==> src/design/cpe_pkg.sv <==
// Shared types, constants and helper functions for the CIDR prefix exclusion block.
`default_nettype none

package cpe_pkg;

    localparam int ADDR_BITS = 32;
    localparam int LEN_W     = 6;

    // Stream widths: fields packed from bit 0 up, padded to whole bytes.
    localparam int IN_FIELD_BITS  = 2 * (ADDR_BITS + LEN_W);
    localparam int IN_DATA_W      = ((IN_FIELD_BITS + 7) / 8) * 8;
    localparam int OUT_FIELD_BITS = ADDR_BITS + LEN_W;
    localparam int OUT_DATA_W     = ((OUT_FIELD_BITS + 7) / 8) * 8;

    localparam logic [LEN_W-1:0] MAX_LEN = LEN_W'(ADDR_BITS);

    typedef logic [ADDR_BITS-1:0] addr_t;
    typedef logic [LEN_W-1:0]     len_t;

    // Which result the output register takes.
    typedef enum logic [1:0] {
        KIND_SOURCE,
        KIND_EMPTY,
        KIND_SIBLING
    } result_kind_t;

    typedef struct packed {
        logic         load;
        logic         emit;
        logic         step;
        result_kind_t kind;
    } cpe_cmd_t;

    typedef struct packed {
        logic disjoint;
        logic covered;
        logic final_level;
    } cpe_status_t;

    // Lengths above the address width saturate to a host prefix.
    function automatic len_t sat_len(input len_t len);
        return (len > MAX_LEN) ? MAX_LEN : len;
    endfunction

    // Network mask for a length of 0 up to the address width.
    function automatic addr_t net_mask(input len_t len);
        return ~({ADDR_BITS{1'b1}} >> len);
    endfunction

endpackage

`default_nettype wire

==> src/design/cidr_prefix_exclusion.sv <==
// An accepted pair is loaded into the prefix registers and classified, and the first
// result then enters the single output register that the sibling walk feeds; that
// register takes a new result only when it is empty or being drained.
// A result waiting on m_tready stalls the walk; the next input is taken once
// the last result of the current one is in the output register.
// Reset (rst_n, asynchronous): controller idle, no result pending.
`default_nettype none

module cidr_prefix_exclusion (
    input  wire                               clk,
    input  wire                               rst_n,
    input  wire                               s_tvalid,
    output logic                              s_tready,
    // source_address[31:0], source_length[37:32], exclude_address[69:38],
    // exclude_length[75:70], zero pad above.
    input  wire  [cpe_pkg::IN_DATA_W-1:0]     s_tdata,
    output logic                              m_tvalid,
    input  wire                               m_tready,
    // result_address[31:0], result_length[37:32], zero pad above.
    output logic [cpe_pkg::OUT_DATA_W-1:0]    m_tdata,
    // empty_set[0].
    output logic [0:0]                        m_tuser,
    output logic                              m_tlast
);
    import cpe_pkg::*;

    cpe_cmd_t    cmd;
    cpe_status_t status;
    addr_t       source_address;
    len_t        source_length;
    addr_t       exclude_address;
    len_t        exclude_length;
    addr_t       result_address;
    len_t        result_length;
    logic        empty_set;
    logic        last_result;

    assign source_address  = s_tdata[ADDR_BITS-1:0];
    assign source_length   = s_tdata[ADDR_BITS+LEN_W-1:ADDR_BITS];
    assign exclude_address = s_tdata[2*ADDR_BITS+LEN_W-1:ADDR_BITS+LEN_W];
    assign exclude_length  = s_tdata[IN_FIELD_BITS-1:2*ADDR_BITS+LEN_W];

    cpe_ctrl u_ctrl (
        .clk       (clk),
        .rst_n     (rst_n),
        .in_valid  (s_tvalid),
        .in_ready  (s_tready),
        .out_valid (m_tvalid),
        .out_ready (m_tready),
        .status    (status),
        .cmd       (cmd)
    );

    cpe_datapath u_datapath (
        .clk             (clk),
        .source_address  (source_address),
        .source_length   (source_length),
        .exclude_address (exclude_address),
        .exclude_length  (exclude_length),
        .cmd             (cmd),
        .status          (status),
        .result_address  (result_address),
        .result_length   (result_length),
        .empty_set       (empty_set),
        .last_result     (last_result)
    );

    assign m_tdata = OUT_DATA_W'({result_length, result_address});
    assign m_tuser = empty_set;
    assign m_tlast = last_result;

endmodule

`default_nettype wire

==> src/design/cpe_datapath.sv <==
// Datapath: holds the prefix pair, classifies it and forms each result prefix.
`default_nettype none

module cpe_datapath (
    input  wire                  clk,
    input  cpe_pkg::addr_t       source_address,
    input  cpe_pkg::len_t        source_length,
    input  cpe_pkg::addr_t       exclude_address,
    input  cpe_pkg::len_t        exclude_length,
    input  cpe_pkg::cpe_cmd_t    cmd,
    output cpe_pkg::cpe_status_t status,
    output cpe_pkg::addr_t       result_address,
    output cpe_pkg::len_t        result_length,
    output logic                 empty_set,
    output logic                 last_result
);
    import cpe_pkg::*;

    addr_t s_reg;
    len_t  sl_reg;
    addr_t e_reg;
    len_t  el_reg;
    len_t  k_reg;

    addr_t out_addr_reg;
    addr_t out_addr_next;
    len_t  out_len_reg;
    len_t  out_len_next;
    logic  out_empty_reg;
    logic  out_empty_next;
    logic  out_last_reg;
    logic  out_last_next;

    len_t  sl_sat;
    len_t  el_sat;
    len_t  common_len;
    addr_t common_mask;
    addr_t sibling_addr;

    assign sl_sat = sat_len(source_length);
    assign el_sat = sat_len(exclude_length);

    assign common_len  = (sl_reg < el_reg) ? sl_reg : el_reg;
    assign common_mask = net_mask(common_len);

    assign status.disjoint    = (s_reg & common_mask) != (e_reg & common_mask);
    assign status.covered     = (el_reg <= sl_reg);
    assign status.final_level = (k_reg == el_reg);

    // The half at level k that does not hold the exclude: flip the bit just
    // below the first k-1 bits of the exclude network.
    assign sibling_addr = (e_reg & net_mask(k_reg))
                        ^ ({1'b1, {(ADDR_BITS-1){1'b0}}} >> (k_reg - len_t'(1)));

    always_comb
    begin
        out_addr_next  = out_addr_reg;
        out_len_next   = out_len_reg;
        out_empty_next = out_empty_reg;
        out_last_next  = out_last_reg;
        if (cmd.emit)
        begin
            unique case (cmd.kind)
                KIND_SOURCE:
                begin
                    out_addr_next  = s_reg;
                    out_len_next   = sl_reg;
                    out_empty_next = 1'b0;
                    out_last_next  = 1'b1;
                end
                KIND_EMPTY:
                begin
                    out_addr_next  = '0;
                    out_len_next   = '0;
                    out_empty_next = 1'b1;
                    out_last_next  = 1'b1;
                end
                KIND_SIBLING:
                begin
                    out_addr_next  = sibling_addr;
                    out_len_next   = k_reg;
                    out_empty_next = 1'b0;
                    out_last_next  = status.final_level;
                end
                default:
                begin
                    out_addr_next  = out_addr_reg;
                    out_len_next   = out_len_reg;
                    out_empty_next = out_empty_reg;
                    out_last_next  = out_last_reg;
                end
            endcase
        end
    end

    always_ff @(posedge clk)
    begin
        if (cmd.load)
        begin
            s_reg  <= source_address & net_mask(sl_sat);
            sl_reg <= sl_sat;
            e_reg  <= exclude_address & net_mask(el_sat);
            el_reg <= el_sat;
            k_reg  <= sl_sat + len_t'(1);
        end
        else if (cmd.step)
        begin
            k_reg <= k_reg + len_t'(1);
        end
        out_addr_reg  <= out_addr_next;
        out_len_reg   <= out_len_next;
        out_empty_reg <= out_empty_next;
        out_last_reg  <= out_last_next;
    end

    assign result_address = out_addr_reg;
    assign result_length  = out_len_reg;
    assign empty_set      = out_empty_reg;
    assign last_result    = out_last_reg;

endmodule

`default_nettype wire

==> src/design/cpe_ctrl.sv <==
// Controller: accepts a prefix pair, then issues one result per free output slot.
`default_nettype none

module cpe_ctrl (
    input  wire                  clk,
    input  wire                  rst_n,
    input  wire                  in_valid,
    output logic                 in_ready,
    output logic                 out_valid,
    input  wire                  out_ready,
    input  cpe_pkg::cpe_status_t status,
    output cpe_pkg::cpe_cmd_t    cmd
);
    import cpe_pkg::*;

    typedef enum logic [1:0] {
        ST_IDLE,
        ST_CLASSIFY,
        ST_EMIT
    } state_t;

    state_t state_reg;
    state_t state_next;
    logic   out_valid_reg;
    logic   out_valid_next;
    logic   out_free;

    // The output register can take a new result when empty or being drained.
    assign out_free = !out_valid_reg || out_ready;

    always_comb
    begin
        state_next     = state_reg;
        out_valid_next = out_valid_reg && !out_ready;
        in_ready       = 1'b0;
        cmd.load       = 1'b0;
        cmd.emit       = 1'b0;
        cmd.step       = 1'b0;
        cmd.kind       = KIND_SIBLING;
        unique case (state_reg)
            ST_IDLE:
            begin
                in_ready = 1'b1;
                if (in_valid)
                begin
                    cmd.load   = 1'b1;
                    state_next = ST_CLASSIFY;
                end
            end
            ST_CLASSIFY:
            begin
                if (out_free)
                begin
                    cmd.emit       = 1'b1;
                    out_valid_next = 1'b1;
                    priority if (status.disjoint)
                    begin
                        cmd.kind   = KIND_SOURCE;
                        state_next = ST_IDLE;
                    end
                    else if (status.covered)
                    begin
                        cmd.kind   = KIND_EMPTY;
                        state_next = ST_IDLE;
                    end
                    else
                    begin
                        cmd.kind   = KIND_SIBLING;
                        cmd.step   = 1'b1;
                        state_next = status.final_level ? ST_IDLE : ST_EMIT;
                    end
                end
            end
            ST_EMIT:
            begin
                if (out_free)
                begin
                    cmd.emit       = 1'b1;
                    cmd.kind       = KIND_SIBLING;
                    cmd.step       = 1'b1;
                    out_valid_next = 1'b1;
                    if (status.final_level)
                    begin
                        state_next = ST_IDLE;
                    end
                end
            end
            default:
            begin
                state_next = ST_IDLE;
            end
        endcase
    end

    always_ff @(posedge clk or negedge rst_n)
    begin
        if (!rst_n)
        begin
            state_reg     <= ST_IDLE;
            out_valid_reg <= 1'b0;
        end
        else
        begin
            state_reg     <= state_next;
            out_valid_reg <= out_valid_next;
        end
    end

    assign out_valid = out_valid_reg;

endmodule

`default_nettype wire

==> config.mk <==
export PLATFORM = sky130hd
export DESIGN_NAME = cidr_prefix_exclusion
export DESIGN_NICKNAME = d
export VERILOG_FILES = /design/src/design/cpe_pkg.sv /design/src/design/cidr_prefix_exclusion.sv /design/src/design/cpe_datapath.sv /design/src/design/cpe_ctrl.sv
export SDC_FILE = /design/constraint.sdc
export NUM_CORES = 1
export LEC_CHECK = 0
export BUFFER_PORTS_ARGS = -buffer_cell sky130_fd_sc_hd__buf_2
export CORE_MARGIN = 3
export CORE_UTILIZATION = 40
export DETAILED_ROUTE_END_ITERATION = 16
export GPL_TIMING_DRIVEN = 0
export PLACE_DENSITY_LB_ADDON = 0.12
export SETUP_SLACK_MARGIN = 0.4
export SYNTH_ARGS = -nofsm -noshare
export SYNTH_HDL_FRONTEND = slang
export SYNTH_HIERARCHICAL = 1
export SYNTH_SLANG_ARGS = --single-unit
==> constraint.sdc <==
create_clock -name clk -period 6.2 [get_ports clk]
set_clock_uncertainty 0.05 [all_clocks]
set_input_delay 1.24 -clock clk [delete_from_list [all_inputs] [get_ports clk]]
set_output_delay 1.24 -clock clk [all_outputs]
set_load 0.01 [all_outputs]
==> impl.org, run 1 <==
** Logic synthesis
- Each instance of the synthesized netlist takes up on average slightly below 10 um2.
- Cell taking the most area after synthesis :: edfxtp_1
- The Yosys step of the flow raised 6 warnings.
- Leading register cell type out of synthesis :: edfxtp_1
- In the post-synthesis netlist, the biggest area contributors are edfxtp_1 (46%), xor2_1 (3.8%), xnor2_1 (3.6%).
- The number of different library cells used by synthesis comes to 69.
- Count of flip-flops with a built-in enable after synthesis :: ~120
- After synthesis, the most frequently instantiated cells are edfxtp_1 (122), nand2_1 (75), inv_1 (56), nor2_1 (52), clkbuf_1 (49).
- The share of the Yosys chip area taken by registers is 0.465.
- Synth async-reset ratio :: 0.0240
- After synthesis the netlist holds a flip-flop and latch count of ~130.
- In this run the cell area of the synthesized design comes to 8050 um2.
- Fraction of post-synthesis cell area in the top cell type by area :: 0.455
- Leading cell type by number of instances after synthesis :: edfxtp_1
- Number of instances in the synthesized netlist :: approximately 840

** STA
- Highest Clock Rate :: between 0.15 and 0.2 GHz
- Unrepaired setup endpoints after global routing :: true
- After routing, the total negative slack on setup checks comes to 0 ns.
- Setup violations remaining at the end of the flow were counted as 0.
- Measured against its own limit, the worst slew margin works out to 0.362.
- For the pin with the worst max-slew slack, the measured transition is approximately 0.95 ns.
- The final number of hold-violating endpoints came to 0.
- Minimum period implied by the final worst setup slack :: 5.48 ns
- Number of pins with negative max-slew slack in the final report :: 0
- Of the available clock period, the critical path in the final layout requires 0.884.

** Clock network
- Clk slew on worst S/H paths :: about 0.060 ns
- Total number of H-tree levels :: 4
- TritonCTS Sinks :: around 130
- CTS max path bufs :: 2
- Buffer type at the clock tree root :: clkbuf_16
- Buffers inserted during clock tree synthesis total 17.
- For the worst-skew pair, the clock arrives at the later sink with an insertion delay of ~0.42 ns.
- TritonCTS built the clock tree.
- Buffers added to address setup during post-CTS repair amount to 0.

** Placed design
- Once placement finished, the instance area stood at about 9000 um2.
- Once placement completed, the tool counted placed cells totaling approximately 1200.
- Half-perimeter wire length after placement :: about 22000 um
- During placement, the flow inserted port buffers numbering approximately 120.
- At the end of routability-driven placement, the weighted congestion stood at approximately 1.

** Finish
- FF+latch area :: 3740 um2
- Antenna diode count :: 0
- Proportion of layout cells with a drive suffix above 1 :: 0.185
- Number of filler instances in the final layout :: between 1500 and 2000
- Multi-input gate area in the final layout :: 3850 um2
- Synth-to-Final Area Change :: 19.8%
- Total number of nets in the final design :: between 1000 and 1500
- Final Cell Area :: 9640 um2
- Final Instance Count excl. Fillers :: ~1300

** Worst setup path
- STA classifies the critical path startpoint as a register.
- Delay of the slowest cell on the worst path :: about 0.51 ns
- The number of cells on the worst reg-to-reg path is 20.
- In this run the critical register-to-register path is captured at u_datapath/result_address[14].
- Data on the critical path is required at its endpoint by between 6 and 7 ns.
- Setup slack of the most critical reg-to-reg path :: roughly 0.72 ns
- For the worst setup path, the data arrival time is ~5.6 ns.
- Largest fanout on the critical path :: 12
- Grouping stages by cell kind, the critical path spends the most delay in simple AND/OR/NAND/NOR gates.
- Launching point of the worst reg2reg path :: u_datapath/sl_reg[5]
- The slowest stage of the critical path is the or4_1 cell.
- The worst setup path is captured at a register.
- Category of the critical setup timing path :: reg2reg
- The signal on the critical path passes through clkbuf_1 -> inv_1 -> ha_1 -> nand4_1 -> o21bai_4 -> a31oi_4 -> inv_2 -> buf_6 -> nor2_1 -> a211oi_1 -> o31ai_1 -> o21ai_0 -> or4_1 -> nor3_1 -> inv_1 -> ha_1 -> clkbuf_2 -> nand2_1 -> clkbuf_2 -> o22ai_1.
- Counting both buffers and inverters, the worst setup path holds a total of 7.

** Global route
- Global routing finished with a remaining overflow of 0.
- Antenna violations before repair :: 2
- GRT Util Overall :: 0.247
- The first global-routing pass estimated 40200 um of wire.
- Largest net degree at the start of global routing :: 66
- The number of global-route vias before repair is 6616.

** Routing
- Total length of routed wires :: approximately 27000 um
- Residual DRC :: 0
- After the first detailed-routing iteration, the DRC count stood at approximately 740.
- Ratio of routed vias to standard cells :: 5.62
- Dividing the detail-routed wire length by the instance count gives between 20 and 25 um.
- Total number of vias :: between 7000 and 8000
- TritonRoute pass-1 iters :: 6
- The count of nets left with antenna violations once routing finished came out at 0.

** Min path
- The path with the worst hold slack has its endpoint at u_ctrl/out_valid.
- The startpoint identified for the worst hold timing path is u_ctrl/out_valid.
- Number of cells traversed by the worst hold path :: 2
- The tightest min-delay check is of the reg2reg type.

** Status
- Outcome :: complete, no violations

** Flow run
- # Max-Cap Violations :: 0

** Floorplan
- For this configuration, the core starts out at a cell density of 0.411.
- For this design the top-level I/O count stands at 128.
- The core region is around 20000 um2.
- Row generation in the floorplan step produced 51 rows.
- The floorplan step set the die height to between 100 and 150 um.
- Horiz. Die Dim :: around 150 um
- Die area :: 21900 um2

** Power
- Leakage power summed over all cells :: approximately 3.7 nW
- Total power :: between 0.004 and 0.005 W
- Across the VDD grid, the largest voltage drop is around 0.00022 V.
- Power density over cell area :: roughly 420 nW/um2
-- cell families (layout without fill, tap and decap cells) --
family | after synthesis | after routing | share of synthesized area
flops | 125 | 125 | 0.465
other cells | 1 | 2 | 0.000466
fa+ha+maj | 17 | 17 | 0.0264
buf+inv | 116 | 267 | 0.0580
mux | 16 | 16 | 0.0202
compound gates | 231 | 231 | 0.195
simple gates | 263 | 263 | 0.161
xor+xnor | 68 | 68 | 0.0740
-- layout make-up --
cell class,count,area share
Timing Repair Buffer,119,0.0657
Buffer,59,0.0270
Clock buffer,17,0.0441
Tap cell,265,0.0344
Inverter,57,0.0222
Clock inverter,15,0.0191
Sequential cell,125,0.388
Multi-Input combinational cell,597,0.400
-- per-stage QoR --
step	setup slack [ns]	utilization	hold slack [ns]
final	0.719	0.492	0.505
after global placement	-0.450	0.458	0.493
after detailed placement	0.560	0.461	0.495
after floorplan	0.918	-	0.525
after global routing	0.394	0.492	0.532
after CTS	0.511	0.492	0.508
-- metal layers --
metal | GRT usage | part of all wire | vias to the layer above | wire length [um]
li1 | - | - | 3303 | -
met1 | 0.354 | 0.43 | 3314 | 11800
met2 | 0.375 | 0.44 | 387 | 12000
met3 | 0.0549 | 0.10 | 42 | 2750
met4 | 0.0804 | 0.025 | 4 | 679
met5 | 0 | 0.00077 | - | 21
-- worst max-delay path by stage --
stage                                     from  slack, ns                       endpoint  cells after the start
final                     u_datapath/sl_reg[5]       0.72  u_datapath/result_address[14]                     20
after global routing      u_datapath/sl_reg[5]       0.39  u_datapath/result_address[14]                     20
after CTS                 u_datapath/sl_reg[3]       0.51  u_datapath/result_address[14]                     20
after detailed placement  u_datapath/sl_reg[3]       0.56  u_datapath/result_address[14]                     20
after global placement    u_datapath/sl_reg[3]      -0.45  u_datapath/result_address[15]                     17
after floorplan           u_datapath/sl_reg[2]       0.92           u_datapath/empty_set                     17
-- tightest hold or removal path, delay by kind of cell (launching register included) --
family        cells  cell delay [ns]
flops             1             0.38
simple gates      2             0.14
-- placed cells by master, fill, tap and decap left out, types with 5 or more instances in the layout --
cell	netlist	routed
a211oi_1	5	5
nor4_1	6	6
nand3_1	23	23
or2_2	5	5
a21oi_1	34	34
and2_1	13	12
nor2b_1	39	38
o31ai_1	6	6
nor3_1	21	21
xnor2_1	33	33
inv_6	0	6
nand2b_1	6	6
clkbuf_16	0	17
nor2_1	52	52
nand2_1	75	75
xor2_1	35	35
o22ai_1	41	41
buf_2	1	118
clkbuf_1	49	43
inv_1	56	56
clkbuf_2	0	6
o21ai_0	43	43
a21boi_0	32	32
a31oi_1	8	8
edfxtp_1	122	122
o21a_1	16	16
mux2i_1	14	14
ha_1	17	17
-- power breakdown --
group / total, W / internal (W) / switching (W)
Sequential: 0.00140 / 0.00124 / 0.000156
Combinational: 0.00161 / 0.000574 / 0.00104
Clock: 0.00103 / 0.000638 / 0.000391
-- repair_timing --
action / CTS / global route
endpoints found under the setup margin: 0 / 38
resized for setup: 0 / 12
hold buffers: 0 / 0
(Power assumes the default switching activity.)
==> run 2: changes to the inputs <==
--- a/config.mk
+++ b/config.mk
@@ -9,7 +9,7 @@
 export CORE_MARGIN = 3
 export CORE_UTILIZATION = 40
 export DETAILED_ROUTE_END_ITERATION = 16
-export GPL_TIMING_DRIVEN = 0
+export MAX_ROUTING_LAYER = met4
 export PLACE_DENSITY_LB_ADDON = 0.12
 export SETUP_SLACK_MARGIN = 0.4
 export SYNTH_ARGS = -nofsm -noshare
==> constraint.sdc (replaced) <==
create_clock -name clk -period 6.7 [get_ports clk]
set_clock_uncertainty 0.05 [all_clocks]
set_input_delay 1.34 -clock clk [delete_from_list [all_inputs] [get_ports clk]]
set_output_delay 1.34 -clock clk [all_outputs]
set_load 0.01 [all_outputs]
==> run 2 against run 1 <==
Against the previous run: critical path depth fell by 3; sequential power fell by 6%; maximum frequency increased by 1.2%; sequential share of layout area rose by 0.94 points; routed wire length down 4.0%; design area fell by 2.4%; hold slack better by 0.0063 ns; register-to-register slack better by 0.56 ns; die area stayed put.
==> impl.org, run 2 (synthesis results as in run 1) <==
** Power
- Fraction of power consumed by combinational cells :: 0.391 (-0.008)
- The switching share of total power came to 0.404 (+0.0115).
- The net switching power figure came to 0.00145 W (-8.6%).
- Sequential power share :: 0.368 (+0.022)
- Total power :: 0.00359 W (-11%)
- Internal Power :: 0.00214 W (-13%)
- The static power due to leakage was 3.63 nW (-2.1%).
- Power density over cell area :: 381 nW/um2 (-9.0%)
- Part of the power in the clock network :: 0.241 (-0.014)
- Peak supply drop :: 0.000183 V (-18%)

** Finish
- Final Cell Area :: 9410 um2 (-2.4%)
- Proportion of layout cells with a drive suffix above 1 :: 0.199 (+0.0135)
- Compared with the post-synthesis result, the final layout area differs by 17.0%.
- Final Instance Count excl. Fillers :: 1212 (-3.3%)
- The final-stage net count was 1035 (-3.9%).
- The number of antenna cells inserted is 0 (unchanged).
- The library cell used most frequently in the layout, excluding fill and tap cells, is edfxtp_1.
- Most frequent cells in the layout :: edfxtp_1 (122), buf_2 (121), nand2_1 (75), inv_1 (56), nor2_1 (52)
- Number of filler instances in the final layout :: 1894 (+0.21%)
- The area used by sequential logic in the layout was 3740 um2 (unchanged).
- Multi-input gate area in the final layout :: 3850 um2 (unchanged)

** Worst setup path
- The required arrival time at the worst endpoint was 6.78 ns (+0.49 ns).
- Setup slack of the most critical reg-to-reg path :: 1.28 ns (+0.56 ns)
- The worst setup path is launched from a register.
- The arrival time at the worst endpoint is 5.50 ns (-0.07 ns).
- The worst setup path is of the reg2reg kind.
- The maximum fanout along the worst path was 32 (+20).
- Depth of the most critical reg-to-reg path :: 17 (-15%)
- The worst setup path is captured at a register.

** Routing
- Antenna Nets Post-Route :: 0 (unchanged)
- The residual DRC count came to 0 (unchanged).
- The number of DRC markers in iteration 0 was 607 (-17%).
- The routed via count divided by cell count was 5.56 (-1.2%).
- The final wirelength came to 26200 um (-4.0%).
- Average detailed-routed wire length per instance :: 21.6 um (-0.72%)
- Total number of vias :: 6734 (-4.5%)
- The detailed-routing iteration count for the pre-antenna-repair pass is 5 (-1).

** Global route
- Antenna violations before repair :: 0 (-2)
- The met2 track demand over resource in global routing is 0.348 (-0.0278).
- The first-pass GRT wire length came to 38400 um (-4.3%).
- The global-route track usage on met3 was 0.0368 (-0.0181).
- Largest net degree at the start of global routing :: 80 (+21%)
- The leftover overflow at the end of global routing is 0 (unchanged).
- Most heavily used metal layer in global routing :: met1
- The total routing resource utilization after global routing is 0.244 (-0.00396).
- Via count of the first global-routing pass :: 6372 (-3.7%)
- Global-route met1 utilization :: 0.360 (+0.00566)

** STA
- Highest Clock Rate :: 0.185 GHz (+1.2%)
- Setup TNS :: 0 ns (unchanged)
- Setup violations, final :: 0 (unchanged)
- The slew of the pin with the lowest slew margin came to 1.03 ns (+0.0842 ns).
- The relative slew slack is 0.311 (-0.0503).
- The final number of hold-violating endpoints came to 0 (unchanged).
- Setup repair after global routing left no endpoint under its margin.
- Final worst path period share :: 0.809 (-0.0754)
- The final period demand of the worst path was 5.42 ns (-0.0634 ns).
- Hold slack final :: 0.511 ns (+0.00635 ns)
- Number of pins with negative max-slew slack in the final report :: 0 (unchanged)

** Floorplan
- Core region area :: 19600 um2 (unchanged)
- Horiz. Die Dim :: 148 um (unchanged)
- The number of placed I/O pins is 128 (unchanged).
- The placement row count is 51 (unchanged).
- Starting Density :: 0.411 (unchanged)
- Die area :: 21900 um2 (unchanged)
- The die height is 148 um (unchanged).

** Clock network
- The count of hold buffers inserted by post-cts repair was 0 (unchanged).
- The number of sinks driven by the clock tree is 125 (unchanged).
- Total number of H-tree levels :: 4 (unchanged)
- The largest buffer count on any clock path is 2 (unchanged).
- The number of gates resized after cts was 0 (unchanged).
- Num CTS Buffers :: 17 (unchanged)
- The clock slew seen by the registers of the worst setup and hold paths was 0.06 ns (about the same).
- The post-CTS repair timing setup buffer count is 0 (unchanged).
- Insertion delay of the later-clocked pin in the worst-skew pair :: 0.42 ns (about the same)
- Clock tree from TritonCTS :: built
- Buffer type at the clock tree root :: clkbuf_16

** Min path
- The instance count along the most critical hold path was 2 (unchanged).
- Class of the tightest hold or removal check :: reg2reg

** Placed design
- Instance area after placement :: 8860 um2 (-1.9%)
- Placed cell count :: 1180 (-3.4%)
- Half-perimeter wire length after placement :: 20200 um (-6.8%)
- Routability Congestion :: 0.993 (-0.92%)
- The total of buffers placed on input and output ports was 121 (+3.4%).

** Flow run
- The total of max-cap violations came to 0 (unchanged).

** Status
- The flow ran to the end, and the final reports show no timing, DRC or antenna violations.
## run 2: changes by cell type in the layout (fill, tap and decap cells not counted), moves of 2 or more
cell | previous run | this run
clkbuf_1 | 43 | 0
buf_4 | 4 | 15
clkbuf_2 | 6 | 0
buf_1 | 3 | 0
buf_2 | 118 | 121
bufinv_16 | 3 | 0
inv_8 | 0 | 3
buf_6 | 2 | 0
clkinvlp_4 | 2 | 4
## run 2: layout make-up
type	count	area share
Timing Repair Buffer	136	0.0763
Multi-Input combinational cell	597	0.409
Sequential cell	125	0.397
Clock buffer	17	0.0452
Tap cell	265	0.0352
Inverter	57	0.0227
Clock inverter	15	0.0138
## run 2: critical path, stage by stage (launching register included)
cell and delay, ns:
edfxtp_1 0.55, inv_1 0.21, ha_1 0.35, a21oi_1 0.21
or2_1 0.22, a31oi_4 0.11, inv_2 0.34, mux2i_1 0.54
a221oi_1 0.21, o22ai_1 0.19, nand4b_1 0.18, or4_1 0.61
nor3_1 0.28, inv_1 0.10, ha_1 0.32, nand2_1 0.10
buf_4 0.32, o22ai_1 0.21
## run 2: final timing paths
check	from	to
min in group asynchronous	rst_n	u_ctrl/state_reg[0]
setup reg to reg	u_datapath/sl_reg[3]	u_datapath/result_address[28]
hold reg to reg	u_ctrl/out_valid	u_ctrl/out_valid
hold / removal	u_ctrl/out_valid	u_ctrl/out_valid
setup / recovery	u_datapath/sl_reg[3]	u_datapath/result_address[28]
max in group asynchronous	rst_n	u_ctrl/out_valid
## run 2: metrics by stage
stage               setup slack [ns]   util
floorplan                       1.42      -
global placement                1.42  0.452
detailed placement              1.44  0.452
global route                    1.04  0.480
finish                          1.28  0.480
CTS                             1.42  0.480
## run 2: layer usage
metal,routed length (um),vias up
met2,11300,297
met5,0,-
li1,-,3212
met3,2170,25
met4,520,0
met1,12200,3200
## run 2: power by group through the flow
stage / combinational (W) / clock, W / sequential, W
floorplan: 0.000946 / 0 / 0.00129
global placement: 0.00139 / 0 / 0.00133
detailed placement: 0.00139 / 0 / 0.00133
CTS: 0.00140 / 0.000881 / 0.00131
global route: 0.00153 / 0.000915 / 0.00133
finish: 0.00140 / 0.000864 / 0.00132
